File: src/sv/bpl_pkg.sv
// bracket pair locator package: payload beat types, character codes and kind helpers
package bpl_pkg;

    // position field width
    localparam int POS_W = 16;

    // bracket kinds; KIND_NONE marks a byte that is no bracket
    localparam logic [1:0] KIND_SQUARE = 2'd0;
    localparam logic [1:0] KIND_ROUND  = 2'd1;
    localparam logic [1:0] KIND_BRACE  = 2'd2;
    localparam logic [1:0] KIND_NONE   = 2'd3;

    // mode that enables all three kinds
    localparam logic [1:0] MODE_ANY = 2'd3;

    // result status codes
    localparam logic [1:0] STATUS_FOUND     = 2'd0;
    localparam logic [1:0] STATUS_NOT_FOUND = 2'd1;
    localparam logic [1:0] STATUS_OVERFLOW  = 2'd2;

    // register indexes (byte address / 4)
    localparam logic [1:0] REG_MODE        = 2'd0;
    localparam logic [1:0] REG_OPEN_LIMIT  = 2'd1;
    localparam logic [1:0] REG_CLOSE_LIMIT = 2'd2;

    // bracket characters
    localparam logic [7:0] CH_SQ_OPEN  = 8'h5B;
    localparam logic [7:0] CH_SQ_CLOSE = 8'h5D;
    localparam logic [7:0] CH_RD_OPEN  = 8'h28;
    localparam logic [7:0] CH_RD_CLOSE = 8'h29;
    localparam logic [7:0] CH_BR_OPEN  = 8'h7B;
    localparam logic [7:0] CH_BR_CLOSE = 8'h7D;

    // input beat
    typedef struct packed {
        logic [7:0]       character;
        logic [POS_W-1:0] position;
        logic             first;
        logic             last;
    } t_in_beat;

    // result beat
    typedef struct packed {
        logic [1:0]       status;
        logic [POS_W-1:0] start_pos;
        logic [POS_W-1:0] end_pos;
    } t_out_beat;

    // kind of an opening bracket
    function automatic logic [1:0] opener_kind(input logic [7:0] ch);
        logic [1:0] k;
        case (ch)
            CH_SQ_OPEN: k = KIND_SQUARE;
            CH_RD_OPEN: k = KIND_ROUND;
            CH_BR_OPEN: k = KIND_BRACE;
            default:    k = KIND_NONE;
        endcase
        return k;
    endfunction

    // kind of a closing bracket
    function automatic logic [1:0] closer_kind(input logic [7:0] ch);
        logic [1:0] k;
        case (ch)
            CH_SQ_CLOSE: k = KIND_SQUARE;
            CH_RD_CLOSE: k = KIND_ROUND;
            CH_BR_CLOSE: k = KIND_BRACE;
            default:     k = KIND_NONE;
        endcase
        return k;
    endfunction

    // kind is a bracket and the mode admits it
    function automatic logic kind_enabled(input logic [1:0] k, input logic [1:0] mode);
        return (k != KIND_NONE) && ((mode == MODE_ANY) || (mode == k));
    endfunction

endpackage

File: src/sv/bracket_pair_locator.sv
// bracket pair locator: finds the first outermost balanced bracket pair in a byte stream
//
// Takes one character beat per cycle while the input is not stalled, and registers its
// result (pair found, not found at the last character, or stack overflow) for the output
// channel in the output register, or in the skid register while the output register holds
// an untaken result; at most one result per beat. The stack of open bracket
// kinds lives in a STACK_DEPTH x 2 memory with one write and one registered read per
// cycle: each cycle the memory is read at the entry that will be the top after the
// current beat, so the top is ready for the next beat, and a push to that same entry
// is forwarded around the memory. Stack entries are only read below the fill count,
// so the memory needs no clearing after reset. Results pass through an output register
// and a skid register, so input is stalled only when both hold an untaken result.
// Registers: mode at 0x0, open limit at 0x4, close limit at 0x8; write them while idle.
module bracket_pair_locator #(
    parameter int STACK_DEPTH = 32
) (
    input  logic                i_clk,
    input  logic                i_rst_n,
    // character input channel
    input  logic                i_in_valid,
    output logic                o_in_stall,
    input  bpl_pkg::t_in_beat   i_in_data,
    // result output channel
    output logic                o_out_valid,
    input  logic                i_out_stall,
    output bpl_pkg::t_out_beat  o_out_data,
    // register port
    input  logic                psel,
    input  logic                penable,
    input  logic                pwrite,
    input  logic [3:0]          paddr,
    input  logic [31:0]         pwdata,
    output logic [31:0]         prdata,
    output logic                pready
);
    import bpl_pkg::*;

    localparam int AW = $clog2(STACK_DEPTH);
    localparam int CW = $clog2(STACK_DEPTH + 1);

    // configuration registers
    logic [1:0]       r_mode;
    logic [POS_W-1:0] r_open_limit;
    logic [POS_W-1:0] r_close_limit;

    // search state
    logic [CW-1:0]    r_count;
    logic [POS_W-1:0] r_open_pos;
    logic             r_done;

    // stack memory and its read port
    logic [1:0]       r_stack [STACK_DEPTH];
    logic [1:0]       r_rd_kind;
    logic             r_fwd;
    logic [1:0]       r_fwd_kind;

    // output register and skid
    logic             r_out_valid;
    t_out_beat        r_out;
    logic             r_skid_valid;
    t_out_beat        r_skid;

    // beat processing
    logic             w_in_acc;
    logic             w_out_acc;
    logic             w_cfg_wr;
    logic [1:0]       w_top;
    logic [1:0]       w_ok;
    logic [1:0]       w_ck;
    logic [CW-1:0]    w_count_b;
    logic [POS_W-1:0] w_open_pos_b;
    logic             w_done_b;
    logic             w_push;
    logic             w_res_valid;
    t_out_beat        w_res;
    logic [CW-1:0]    n_count;
    logic [POS_W-1:0] n_open_pos;
    logic             n_done;
    logic [AW-1:0]    w_rd_addr;

    assign w_in_acc  = i_in_valid && !r_skid_valid;
    assign w_out_acc = r_out_valid && !i_out_stall;
    assign w_cfg_wr  = psel && penable && pwrite;

    // top of stack, forwarded when the last beat pushed onto the entry just read
    assign w_top = r_fwd ? r_fwd_kind : r_rd_kind;
    assign w_ok  = opener_kind(i_in_data.character);
    assign w_ck  = closer_kind(i_in_data.character);

    // next search state for the accepted beat
    always_comb begin
        w_count_b    = i_in_data.first ? '0 : r_count;
        w_open_pos_b = i_in_data.first ? '0 : r_open_pos;
        w_done_b     = i_in_data.first ? 1'b0 : r_done;
        n_count      = r_count;
        n_open_pos   = r_open_pos;
        n_done       = r_done;
        w_push       = 1'b0;
        w_res_valid  = 1'b0;
        w_res        = '{status: STATUS_NOT_FOUND, start_pos: '0, end_pos: '0};
        if (w_in_acc) begin
            n_count    = w_count_b;
            n_open_pos = w_open_pos_b;
            n_done     = w_done_b;
            if (!w_done_b) begin
                if (kind_enabled(w_ok, r_mode) && (i_in_data.position <= r_open_limit)) begin
                    if (w_count_b == CW'(STACK_DEPTH)) begin
                        // push onto a full stack
                        w_res_valid = 1'b1;
                        w_res.status = STATUS_OVERFLOW;
                    end else begin
                        w_push  = 1'b1;
                        n_count = w_count_b + CW'(1);
                        if (w_count_b == '0) begin
                            n_open_pos = i_in_data.position;
                        end
                    end
                end else if ((w_count_b != '0) && kind_enabled(w_ck, r_mode) &&
                             (i_in_data.position <= r_close_limit) && (w_top == w_ck)) begin
                    if (w_count_b == CW'(1)) begin
                        // outermost pair closed
                        w_res_valid     = 1'b1;
                        w_res.status    = STATUS_FOUND;
                        w_res.start_pos = w_open_pos_b;
                        w_res.end_pos   = i_in_data.position;
                    end else begin
                        n_count = w_count_b - CW'(1);
                    end
                end
                // end of string without a pair
                if (!w_res_valid && i_in_data.last) begin
                    w_res_valid  = 1'b1;
                    w_res.status = STATUS_NOT_FOUND;
                end
                if (w_res_valid) begin
                    n_done = 1'b1;
                end
            end
        end
    end

    // read the entry that becomes the top after this beat
    assign w_rd_addr = AW'(n_count - CW'(1));

    // stack memory
    always_ff @(posedge i_clk) begin
        if (w_push) begin
            r_stack[w_count_b[AW-1:0]] <= w_ok;
        end
        r_rd_kind <= r_stack[w_rd_addr];
    end

    // forwarding of a push to the entry being read
    always_ff @(posedge i_clk) begin
        if (!i_rst_n) begin
            r_fwd <= 1'b0;
        end else begin
            r_fwd <= w_push;
        end
        r_fwd_kind <= w_ok;
    end

    // search state registers
    always_ff @(posedge i_clk) begin
        if (!i_rst_n) begin
            r_count    <= '0;
            r_open_pos <= '0;
            r_done     <= 1'b0;
        end else begin
            r_count    <= n_count;
            r_open_pos <= n_open_pos;
            r_done     <= n_done;
        end
    end

    // output register with skid
    always_ff @(posedge i_clk) begin
        if (!i_rst_n) begin
            r_out_valid  <= 1'b0;
            r_skid_valid <= 1'b0;
        end else if (r_skid_valid) begin
            if (w_out_acc) begin
                r_out_valid  <= 1'b1;
                r_skid_valid <= 1'b0;
            end
        end else if (w_res_valid) begin
            if (!r_out_valid || w_out_acc) begin
                r_out_valid <= 1'b1;
            end else begin
                r_skid_valid <= 1'b1;
            end
        end else if (w_out_acc) begin
            r_out_valid <= 1'b0;
        end
    end

    // output payload
    always_ff @(posedge i_clk) begin
        if (r_skid_valid) begin
            if (w_out_acc) begin
                r_out <= r_skid;
            end
        end else if (w_res_valid) begin
            if (!r_out_valid || w_out_acc) begin
                r_out <= w_res;
            end else begin
                r_skid <= w_res;
            end
        end
    end

    assign o_in_stall  = r_skid_valid;
    assign o_out_valid = r_out_valid;
    assign o_out_data  = r_out;

    // register writes
    always_ff @(posedge i_clk) begin
        if (!i_rst_n) begin
            r_mode        <= KIND_SQUARE;
            r_open_limit  <= '1;
            r_close_limit <= '1;
        end else if (w_cfg_wr) begin
            case (paddr[3:2])
                REG_MODE:        r_mode        <= pwdata[1:0];
                REG_OPEN_LIMIT:  r_open_limit  <= pwdata[POS_W-1:0];
                REG_CLOSE_LIMIT: r_close_limit <= pwdata[POS_W-1:0];
                default: ;
            endcase
        end
    end

    // register reads
    always_comb begin
        case (paddr[3:2])
            REG_MODE:        prdata = {30'd0, r_mode};
            REG_OPEN_LIMIT:  prdata = {{(32-POS_W){1'b0}}, r_open_limit};
            REG_CLOSE_LIMIT: prdata = {{(32-POS_W){1'b0}}, r_close_limit};
            default:         prdata = '0;
        endcase
    end

    assign pready = 1'b1;

    // skid holds a result only behind a waiting output register
    a_skid_behind_out: assert property (@(posedge i_clk) disable iff (!i_rst_n)
        r_skid_valid |-> r_out_valid)
        else $error("skid occupied while output register empty");

    // fill count never passes the stack depth
    a_count_range: assert property (@(posedge i_clk) disable iff (!i_rst_n)
        r_count <= CW'(STACK_DEPTH))
        else $error("stack count beyond depth");

    // every result ends the search
    a_res_ends_search: assert property (@(posedge i_clk) disable iff (!i_rst_n)
        w_res_valid |=> r_done)
        else $error("search still running after a result");

    // a push grows the stack by one
    a_push_grows: assert property (@(posedge i_clk) disable iff (!i_rst_n)
        w_push |=> (r_count == $past(w_count_b) + CW'(1)))
        else $error("push did not grow the stack");

    // a found result only comes from a closer at the outermost level
    a_found_outermost: assert property (@(posedge i_clk) disable iff (!i_rst_n)
        (w_res_valid && (w_res.status == STATUS_FOUND)) |-> (w_count_b == CW'(1)))
        else $error("pair reported below the outermost level");

endmodule

File: config.mk
export PLATFORM = sky130hd
export DESIGN_NAME = bracket_pair_locator
export DESIGN_NICKNAME = d
export VERILOG_FILES = /design/src/sv/bpl_pkg.sv /design/src/sv/bracket_pair_locator.sv
export SDC_FILE = /design/constraint.sdc
export NUM_CORES = 1
export LEC_CHECK = 0
export ABC_CLOCK_PERIOD_IN_PS = 7950
export BUFFER_PORTS_ARGS = -buffer_cell sky130_fd_sc_hd__clkbuf_2
export CAP_MARGIN = 10
export CORE_MARGIN = 2
export CORE_UTILIZATION = 58
export CTS_CLUSTER_SIZE = 14
export DETAILED_ROUTE_END_ITERATION = 12
export GPL_ROUTABILITY_DRIVEN = 0
export GPL_TIMING_DRIVEN = 0
export MAX_ROUTING_LAYER = met4
export PLACE_DENSITY_LB_ADDON = 0.2
export SYNTH_ARGS = -nofsm -noshare
export SYNTH_HDL_FRONTEND = slang
export SYNTH_SLANG_ARGS = --single-unit
File: constraint.sdc
create_clock -name i_clk -period 7.95 [get_ports i_clk]
set_clock_uncertainty 0.05 [all_clocks]
set_input_delay 1.1925 -clock i_clk [delete_from_list [all_inputs] [get_ports i_clk]]
set_output_delay 1.1925 -clock i_clk [all_outputs]
set_load 0.02 [all_outputs]
# ---- Word-level counts from Yosys, hierarchy flattened
# Memory sizes are Yosys's and may differ from the RTL's. A register that Yosys moved wholly into a read port is not among the register bits.
# Cells that the tools add are included.
dict set report totals {
  ff_bits 130
  ram_bits 64
  inputBits 69
  elab_cells 129
  n_memories 1
}
dict set report classes {
  addsub 3
  magnitude_cmp 2
  eq_ne 18
  n_mux 57
  bitwise_logic 2
  n_reduce_logical 30
}
# memory depth word_bits read_ports rd_ports_with_merged_regs wr line_no
set memory_table {}
lappend memory_table {r_stack 32 2 1 1 1 bracket_pair_locator.sv:52} ;# logic [1:0] r_stack [STACK_DEPTH];
# cell n
set op_table {}
lappend op_table {{$mux W34} 6}
lappend op_table {{$mux W16} 5}
lappend op_table {{$mux W33} 2}
lappend op_table {{$pmux W16 S3} 1}
lappend op_table {{$mux W6} 7}
lappend op_table {{$eq A8 B7 Y1 const B} 4}
lappend op_table {{$le A16 B16 Y1} 2}
lappend op_table {{$mux W32} 1}
lappend op_table {{$mux W1} 29}
lappend op_table {{$eq A8 B6 Y1 const B} 2}
lappend op_table {{$pmux W2 S3} 2}
lappend op_table {{$logic_and A1 B1 Y1} 11}
lappend op_table {{$reduce_and A3 Y1} 3}
lappend op_table {{$mux W2} 4}
lappend op_table {{$add A6 B1 Y6 const B} 1}
lappend op_table {{$eq A2 B2 Y1} 3}
lappend op_table {{$eq A6 B1 Y1 const B} 1}
lappend op_table {{$eq A6 B6 Y1 const B} 1}
lappend op_table {{$logic_not A6 Y1} 1}
lappend op_table {{$reduce_and A2 Y1} 3}
lappend op_table {{$reduce_bool A2 Y1} 3}
lappend op_table {{$reduce_bool A6 Y1} 1}
lappend op_table {{$sub A6 B1 Y6 const B} 1}
lappend op_table {{$sub A5 B1 Y5 const B} 1}
lappend op_table {{9 further kinds} 17}

# ---- Logic depth before layout (Yosys ltp)
# Gate-level depths: netlist (run 1).
dict set report logic_depth {
  depth_word 21
  ltp_mapped 25
}

# ---- Worst setup path before layout (run 1)
# Ideal clock, no wire load.
dict set report synth_path {
  path_type {in2reg}
  from {input port i_in_data[1] (netlist name)}
  to {register r_out (netlist bit o_out_data[0]), enable pin}
  arrival_time_ns 5.834
  setup_slack_ns 1.588
  path_stages 14
  path_buffers 4
  cell_sequence {clkbuf_1 > inv_1 > clkbuf_1 > clkbuf_1 > nand2_1 > ha_1 > o21a_1 > or4_1 > clkbuf_1 > nor2_1 > a21oi_1 > nand2b_1 > nand2_1 > a21boi_0}
}
dict set report synth_between {
  elab_chain_len 18
}
# element line_no
set synth_lines {}
lappend synth_lines {{start, declared} bracket_pair_locator.sv:22} ;# input bpl_pkg::t_in_beat i_in_data,
lappend synth_lines {{$mux W6} bracket_pair_locator.sv:92} ;# w_count_b = i_in_data.first ? '0 : r_count;
lappend synth_lines {{$reduce_bool A6 Y1} bracket_pair_locator.sv:118} ;# end else if ((w_count_b != '0) && kind_enabled(w_ck, r_mode) &&
lappend synth_lines {{$logic_and A1 B1 Y1 (2 in a row)} bracket_pair_locator.sv:118}
lappend synth_lines {{$logic_and A1 B1 Y1} bracket_pair_locator.sv:119} ;# (i_in_data.position <= r_close_limit) && (w_top == w_ck)) begin
lappend synth_lines {{$mux W1} bracket_pair_locator.sv:118}
lappend synth_lines {{$mux W1} bracket_pair_locator.sv:106} ;# if (kind_enabled(w_ok, r_mode) && (i_in_data.position <= r_open_limit)) begin
lappend synth_lines {{$mux W1} bracket_pair_locator.sv:105} ;# if (!w_done_b) begin
lappend synth_lines {{$mux W1} bracket_pair_locator.sv:101} ;# if (w_in_acc) begin
lappend synth_lines {{$logic_not A1 Y1} bracket_pair_locator.sv:131} ;# if (!w_res_valid && i_in_data.last) begin
lappend synth_lines {{$logic_and A1 B1 Y1} bracket_pair_locator.sv:131}
lappend synth_lines {{$mux W1} bracket_pair_locator.sv:131}
lappend synth_lines {{$mux W1} bracket_pair_locator.sv:105}
lappend synth_lines {{$mux W1} bracket_pair_locator.sv:101}
lappend synth_lines {{$mux W1 *} bracket_pair_locator.sv:105}
lappend synth_lines {{$mux W1 *} bracket_pair_locator.sv:101}
lappend synth_lines {{$reduce_bool A2 Y1 (no source line) *} -}
lappend synth_lines {{$reduce_and A3 Y1 (no source line) *} -}
lappend synth_lines {{end signal, assigned} bracket_pair_locator.sv:201} ;# r_out <= r_skid;
lappend synth_lines {{end signal, assigned} bracket_pair_locator.sv:205} ;# r_out <= w_res;
lappend synth_lines {{end, declared} bracket_pair_locator.sv:59} ;# t_out_beat r_out;
# Every way passes the cells marked *; elsewhere a longest branch is shown, timed or not. The select of a mux whose other input is x is not followed.
# A chain may end at the register's enable or synchronous reset.

# ---- Worst setup path after layout (run 1)
dict set report layout_path {
  from {input port i_in_data[1] (netlist name)}
  to {register r_rd_kind[1] (read register of r_stack)}
}
dict set report layout_between {
  elab_chain_len 10
}
# element line_no
set layout_lines {}
lappend layout_lines {{parallel branches: the longest is 7 deep, another holds $sub A6 B1 Y6} -}
lappend layout_lines {{$mux W6 *} bracket_pair_locator.sv:105}
lappend layout_lines {{$mux W6 *} bracket_pair_locator.sv:101}
lappend layout_lines {{$sub A5 B1 Y5 *} bracket_pair_locator.sv:143} ;# assign w_rd_addr = AW'(n_count - CW'(1));
lappend layout_lines {{end, declared} bracket_pair_locator.sv:53} ;# logic [1:0] r_rd_kind;
# Every way passes the cells marked *.

==> results of run 1 <==
[state kept, by name, summed over array words and instances (netlist names), 6 cells and up]
| name | count |
|---|---|
| r_skid | 34 |
| r_stack | 64 |
| r_open_pos | 16 |
| o_out_data | 34 |
| r_close_limit | 16 |
| r_open_limit | 16 |
| r_count | 6 |
[routing by layer]
metal | share of wire (%) | wire length [um] | global-route usage (%) | vias up
li1 | - | - | - | 3580
met1 | 44 | 10500 | 38.6 | 3608
met2 | 47 | 11200 | 42.3 | 310
met3 | 8.2 | 1960 | 5.97 | 35
met4 | 1.5 | 359 | 8.25 | 0
met5 | 0 | 0 | - | -
[worst max-delay path by stage]
stage / from / to / slack (ns) / cells past startpoint
2_1_floorplan: i_in_data[1] / o_out_data[0] / 1.59 / 14
3_3_place_gp: i_in_data[1] / o_out_data[33] / 0.17 / 14
3_5_place_dp: i_in_data[1] / r_rd_kind[1] / 0.43 / 23
4_1_cts: i_in_data[1] / r_rd_kind[1] / 0.92 / 23
5_1_grt: i_in_data[1] / r_rd_kind[1] / 0.24 / 23
6_report: i_in_data[1] / r_rd_kind[1] / 0.83 / 23
[worst reg2reg max path: stages (launching register included)]
cell and delay, ns:
dfxtp_1 0.33, inv_1 0.07, ha_1 0.31, nand4_1 0.17, nor4_1 0.47, inv_1 0.08
o311a_1 0.24, nor4_1 0.51, nor2_1 0.11, xnor2_1 0.18, buf_2 0.35, inv_1 0.09
ha_1 0.29, clkbuf_1 0.21, inv_1 0.12, clkbuf_1 0.56, clkbuf_1 0.55, mux4_2 0.40
mux2i_1 0.26, mux2i_1 0.11, mux2_2 0.29
[layout make-up]
cell class                 instances  area share [%]
sequential                       196            46.1
multi-input combinational        602            36.7
timing repair buffer              99            4.49
clock buffer                      17            3.74
buffer                            66            2.96
tap                              220            2.42
clock inverter                    15            1.87
inverter                          51            1.68
[cell families after synthesis]
kind of cell	synth area share, %
AOI/OAI and AO/OA	15.1
xor gates and xnor gates	0.444
adders and majority gates	4.82
buffers and inverters	5.35
DFF	53.2
muxes	5.53
other	0.0761
and+or+nand+nor	15.5
[placed cells by master, fill, tap and decap left out, types with 7 or more instances in the layout]
cell type | synthesis | final
o211ai_1 | 40 | 40
a21o_1 | 36 | 36
a21oi_1 | 26 | 26
o22ai_1 | 7 | 7
nor2_1 | 57 | 56
edfxtp_1 | 132 | 132
buf_4 | 17 | 17
clkbuf_1 | 42 | 42
mux4_2 | 8 | 8
a22oi_1 | 17 | 17
nor4_1 | 9 | 9
or3_1 | 7 | 7
and3_1 | 26 | 26
nand4_1 | 10 | 10
a31oi_1 | 7 | 7
nand3_1 | 14 | 14
dfxtp_1 | 64 | 64
nor2b_1 | 29 | 29
nor3_1 | 15 | 15
mux2i_1 | 32 | 32
inv_1 | 50 | 50
ha_1 | 38 | 38
clkbuf_2 | 0 | 98
and2_1 | 21 | 21
conb_1 | 2 | 17
a22o_1 | 15 | 15
o21ai_0 | 13 | 13
nand2_1 | 85 | 85
clkbuf_16 | 0 | 17
[power breakdown]
part | total, W | internal (W) | switching, W
clock | 0.000907 | 0.000465 | 0.000442
combinational | 0.000149 | 0.0000515 | 0.0000978
sequential | 0.00109 | 0.00109 | 0.00000458
[metrics by stage]
stage | instances | utilization, %
6_report | 1266 | 68.5
5_1_grt | 1266 | 68.5
4_1_cts | 1266 | 68.5
3_5_place_dp | 1234 | 64.7
3_3_place_gp | 1233 | 64.5
2_1_floorplan | 915 | -
==> qor.yml, run 1 <==
r2r_slack_ns: 2.08
routed_wl_um: 24100
slew_viol_final: 0
relSlewSlack_pct: 30.4
stdcell_area_sq_um: 11400
synth_cells: 900
yosysMostFrequentCell: "edfxtp_1"
synth_top_cell_area_share_pct: 40.2
viasPerCell: 5.95
synth_seq_cells: 196
dpl_cell_area_sq_um: 10700
worstHoldStart: "r_open_pos[9]"
yosysSeqAreaShare_pct: 53.2
synthTopCellsByArea: "edfxtp_1 (40%), dfxtp_1 (13%), ha_1 (4.8%), mux2i_1 (3.2%), nand2_1 (3.2%)"
p_leak_nw: 4.96
synthArstFlopShare_pct: 0
syn-cell-area_sq_um: 9870
fin_nets: 1140
period_share_pct: 89.5
initial_core_util_pct: 59.5
io_pins: 138
drt_pre_antenna_iters: 5
core-area_sq_um: 16600
tns_ns: 0
tritoncts: "built"
crit-reg2reg-launch: "r_open_limit[14]"
insertion_delay_ns: 0.44
max_freq_mhz: 141
place_ws_ns: 0.431
cts_resized: 0
cpLargestDelayFamily: "buffers and inverters"
min_path_cells: 2
grt_overflow_total: 0
synth_common_cells: "edfxtp_1 (132), nand2_1 (85), dfxtp_1 (64), nor2_1 (57), inv_1 (50)"
critical-path-max-stage-delay_ns: 0.56
clock-sinks: 196
grt_pass1_wl_um: 37800
crit_slowest_cell: "nor4_1"
ant_nets: 0
die_area_sq_um: 18100
crit_required_ns: 8.23
clockBufferDepth: 2
numCtsBuffers: 17
ys_types: 70
antenna_found_initial: 0
grt_pass1_vias: 7088
fp.dieW_um: 134
worstSetupPathType: "input port to flop"
grt_max_degree: 35
tightest_slew_ns: 1.04
whs_ns: 0.426
drtIter0Drc: 768
setup_viol: 0
whs_endpoint: "r_open_pos[9]"
period_minus_slack_ns: 7.12
cts_root_buf: "clkbuf_16"
synth_warnings: 0
clk_pin_slew_ns: 0.08
drc: 0
crit_top_cell: "clkbuf_1"
setup_ws_ns: 0.834
final_hold_viol_count: 0
end_kind: "flop"
gr-usage-all-layers_pct: 28.1
regArea_sq_um: 5250
yosysTopAreaCell: "edfxtp_1"
htree_levels: 4
yosys_most_used_dff: "edfxtp_1"
rsz0062_at_grt: "false"
vias: 7533
worstPathArrival_ns: 7.39
row_count: 47
cap_violations: 0
start_kind: "input port"
die_y_um: 134
max-vdd-ir-drop_v: 0.000152
fill_cells: 1263
worstReg2RegEnd: "r_rd_kind[1]"
drive_above_1_share_pct: 17.3
finalPower_w: 0.00215
port_buffers: 98
synth_edf_count: 132
crit_path_cell_trace: "clkbuf_1, inv_1, clkbuf_1, clkbuf_1, nand2_1, ha_1, o21a_1, nor4_2, a41oi_2, nor4_1, nor2_1, xnor2_1, buf_2, inv_1, ha_1, clkbuf_1, inv_1, clkbuf_1, clkbuf_1, mux4_2, mux2i_1, mux2i_1, mux2_2"
syn_avg_cell_area_sq_um: 11.0
area_delta_synth_final_pct: 15.2
critPathMaxFanout: 10
hpwl_um: 17500
multi_input_area_sq_um: 4170
outcome: "finished clean"
hold_path_class: "flop to flop"
diodes: 0
post_cts.repair.setup_buffers: 0
reg2reg_depth: 20
cts_hold_repair.buffers: 0
powerDensity_nw_per_um2: 189
worst-path-buf-inv: 10
routedWlPerCell_um: 19.0
(Power assumes the default switching activity.)
==> inputs of run 2 (changes only) <==
- ABC_AREA: not set -> 1
==> qor.yml, run 2 <==
outcome: "finished clean"
clockBufferDepth: 2  # unchanged
yosysMostFrequentCell: "nand2_1"
htree_levels: 4  # unchanged
yosys_most_used_dff: "edfxtp_1"
synth_cells: 1141  # +27%
hold_path_class: "flop to flop"
drt_pre_antenna_iters: 6  # +1
routed_wl_um: 24100  # about the same
fin_util_pct: 68.2  # -0.35 points
r2r_slack_ns: 3.45  # +1.37 ns
gr-usage-all-layers_pct: 28.2  # +0.11 points
grt_overflow_total: 0  # unchanged
die_area_sq_um: 18100  # +0.23%
row_count: 47  # unchanged
relSlewSlack_pct: 31.4  # +0.99 points
synth_top_family_by_area: "simple AND/OR/NAND/NOR gates"
max_freq_mhz: 195  # +39%
vias: 8280  # +9.9%
insertion_delay_ns: 0.44  # about the same
diodes: 0  # unchanged
synth_common_cells: "nand2_1 (256), inv_1 (145), edfxtp_1 (132), nor2_1 (109), nand3_1 (97)"
grt_pass1_vias: 7557  # +6.6%
critical-path-max-stage-delay_ns: 0.37  # -0.19 ns
synthArstFlopShare_pct: 0  # unchanged
yosys-mux-area-fraction_pct: 0  # -5.5 points
tritoncts: "built"
period_minus_slack_ns: 5.13  # -1.99 ns
largest_reg_flops: 64  # unchanged
grt_max_degree: 36  # +2.9%
synth_edf_count: 132  # unchanged
cts_root_buf: "clkbuf_16"
regArea_sq_um: 5250  # unchanged
hpwl_um: 17400  # -0.37%
crit_required_ns: 8.20  # -0.03 ns
end_kind: "flop"
initial_core_util_pct: 59.4  # -0.067 points
viasPerCell: 5.48  # -8.0%
worstPathArrival_ns: 5.38  # -2.01 ns
synth_seq_cells: 196  # unchanged
synth_compound_area_share_pct: 9.83  # -5.2 points
clk_pin_slew_ns: 0.08  # about the same
area_delta_synth_final_pct: 14.7
numCtsBuffers: 17  # unchanged
final_hold_viol_count: 0  # unchanged
grt_pass1_wl_um: 38200  # +0.80%
crit_slowest_cell: "clkbuf_1"
syn-cell-area_sq_um: 9890  # +0.24%
cts_resized: 0  # unchanged
die_y_um: 135  # +0.12%
crit_top_cell: "nand2_1"
post-place-cells: 1480  # +20%
cap_violations: 0  # unchanged
max-vdd-ir-drop_v: 0.000148  # -2.9%
clock-sinks: 196  # unchanged
tns_ns: 0  # unchanged
start_kind: "input port"
mostFrequentLayoutCell: "nand2_1"
ys_types: 37  # -47%
syn_avg_cell_area_sq_um: 8.67  # -21%
drtIter0Drc: 808  # +5.2%
io_pins: 138  # unchanged
drive_above_1_share_pct: 14.6  # -2.8 points
multi_input_area_sq_um: 3820  # -8.5%
fin_nets: 1386  # +22%
yosys.area_share.simple_pct: 22.9  # +7.4 points
worstSetupPathType: "input port to flop"
routedWlPerCell_um: 15.9  # -16%
layout_common_cells: "nand2_1 (256), inv_1 (145), edfxtp_1 (132)"
synth_warnings: 0  # unchanged
synth_xor_area_share_pct: 0.266  # -0.18 points
slew_viol_final: 0  # unchanged
post_cts.repair.setup_buffers: 0  # unchanged
rsz0062_at_grt: "false"
yosys.area_share.adder_pct: 4.81  # -0.012 points
period_share_pct: 64.5  # -25 points
powerDensity_nw_per_um2: 188  # -0.32%
port_buffers: 101  # +3.1%
synth_top_cell_area_share_pct: 40.1  # -0.097 points
tightest_slew_ns: 1.03  # -0.0135 ns
synthTopCellsByArea: "edfxtp_1 (40%), dfxtp_1 (13%), nand2_1 (9.7%), inv_1 (5.5%), nand3_1 (4.9%)"
yosysSeqAreaShare_pct: 53.0  # -0.13 points
p_leak_nw: 4.92  # -0.88%
antenna_found_initial: 0  # unchanged
core-area_sq_um: 16600  # +0.35%
drc: 0  # unchanged
stdcell_count: 1512  # +19%
cts_hold_repair.buffers: 0  # unchanged
setup_viol: 0  # unchanged
critPathMaxFanout: 10  # unchanged
fill_cells: 1333  # +5.5%
fp.dieW_um: 135  # +0.12%
yosysTopAreaCell: "edfxtp_1"
ant_nets: 0  # unchanged
run 2: routing by layer:
layer,GRT usage [%],share of wire [%],vias to the layer above
li1,-,-,4061
met2,43.4,46,408
met3,5.89,9.2,43
met5,-,0,-
met4,9.53,2.4,0
met1,37.5,43,3768
run 2: where the power goes:
| group | leakage (nW) | internal (W) | switching [W] |
|---|---|---|---|
| Combinational | 2.81 | 0.0000626 | 0.000147 |
| Clock | 0.273 | 0.000416 | 0.000412 |
| Sequential | 1.83 | 0.00110 | 0.00000554 |
| Total | 4.92 | 0.00157 | 0.000564 |
run 2: final cells by class:
class                      count  area share (%)
sequential                   196            46.2
multi-input combinational    746            33.6
inverter                     152            5.03
timing repair buffer         104            4.75
clock buffer                  18            3.78
buffer                        62            2.89
tap                          220            2.43
clock inverter                14            1.28
run 2: final timing paths:
| path | startpoint | end | depth (start not counted) |
|---|---|---|---|
| setup / recovery | i_in_data[1] | r_rd_kind[0] | 26 |
| hold / removal | r_open_pos[9] | r_open_pos[9] | 2 |
| setup reg to reg | r_count[1] | r_rd_kind[0] | 25 |
| hold reg to reg | r_open_pos[9] | r_open_pos[9] | 2 |
run 2: kinds of logic (layout without fill, tap and decap cells):
kind of cell	count (synthesis)	after routing
AND/OR/NAND/NOR	519	519
buffers and inverters	214	350
flip-flops	196	196
AO/OA/AOI/OAI	169	169
adder cells (fa/ha/maj)	38	38
XOR/XNOR	3	3
other	2	17
run 2: through the flow:
| stage | hold slack, ns | area (sq um) | power [W] | setup slack [ns] |
|---|---|---|---|---|
| 5_1_grt | 0.440 | 11300 | 0.00220 | 2.55 |
| 6_report | 0.420 | 11300 | 0.00214 | 2.82 |
| 3_3_place_gp | 0.402 | 10700 | 0.00132 | 0.732 |
| 2_1_floorplan | 0.395 | 9950 | 0.00126 | 2.44 |
| 3_5_place_dp | 0.407 | 10800 | 0.00133 | 2.50 |
| 4_1_cts | 0.419 | 11300 | 0.00214 | 2.95 |
run 2: worst max-delay path: cells and delay by family:
family	cells	cell delay [ns]
simple gates	16	1.96
buf+inv	8	1.67
fa+ha+maj	2	0.55
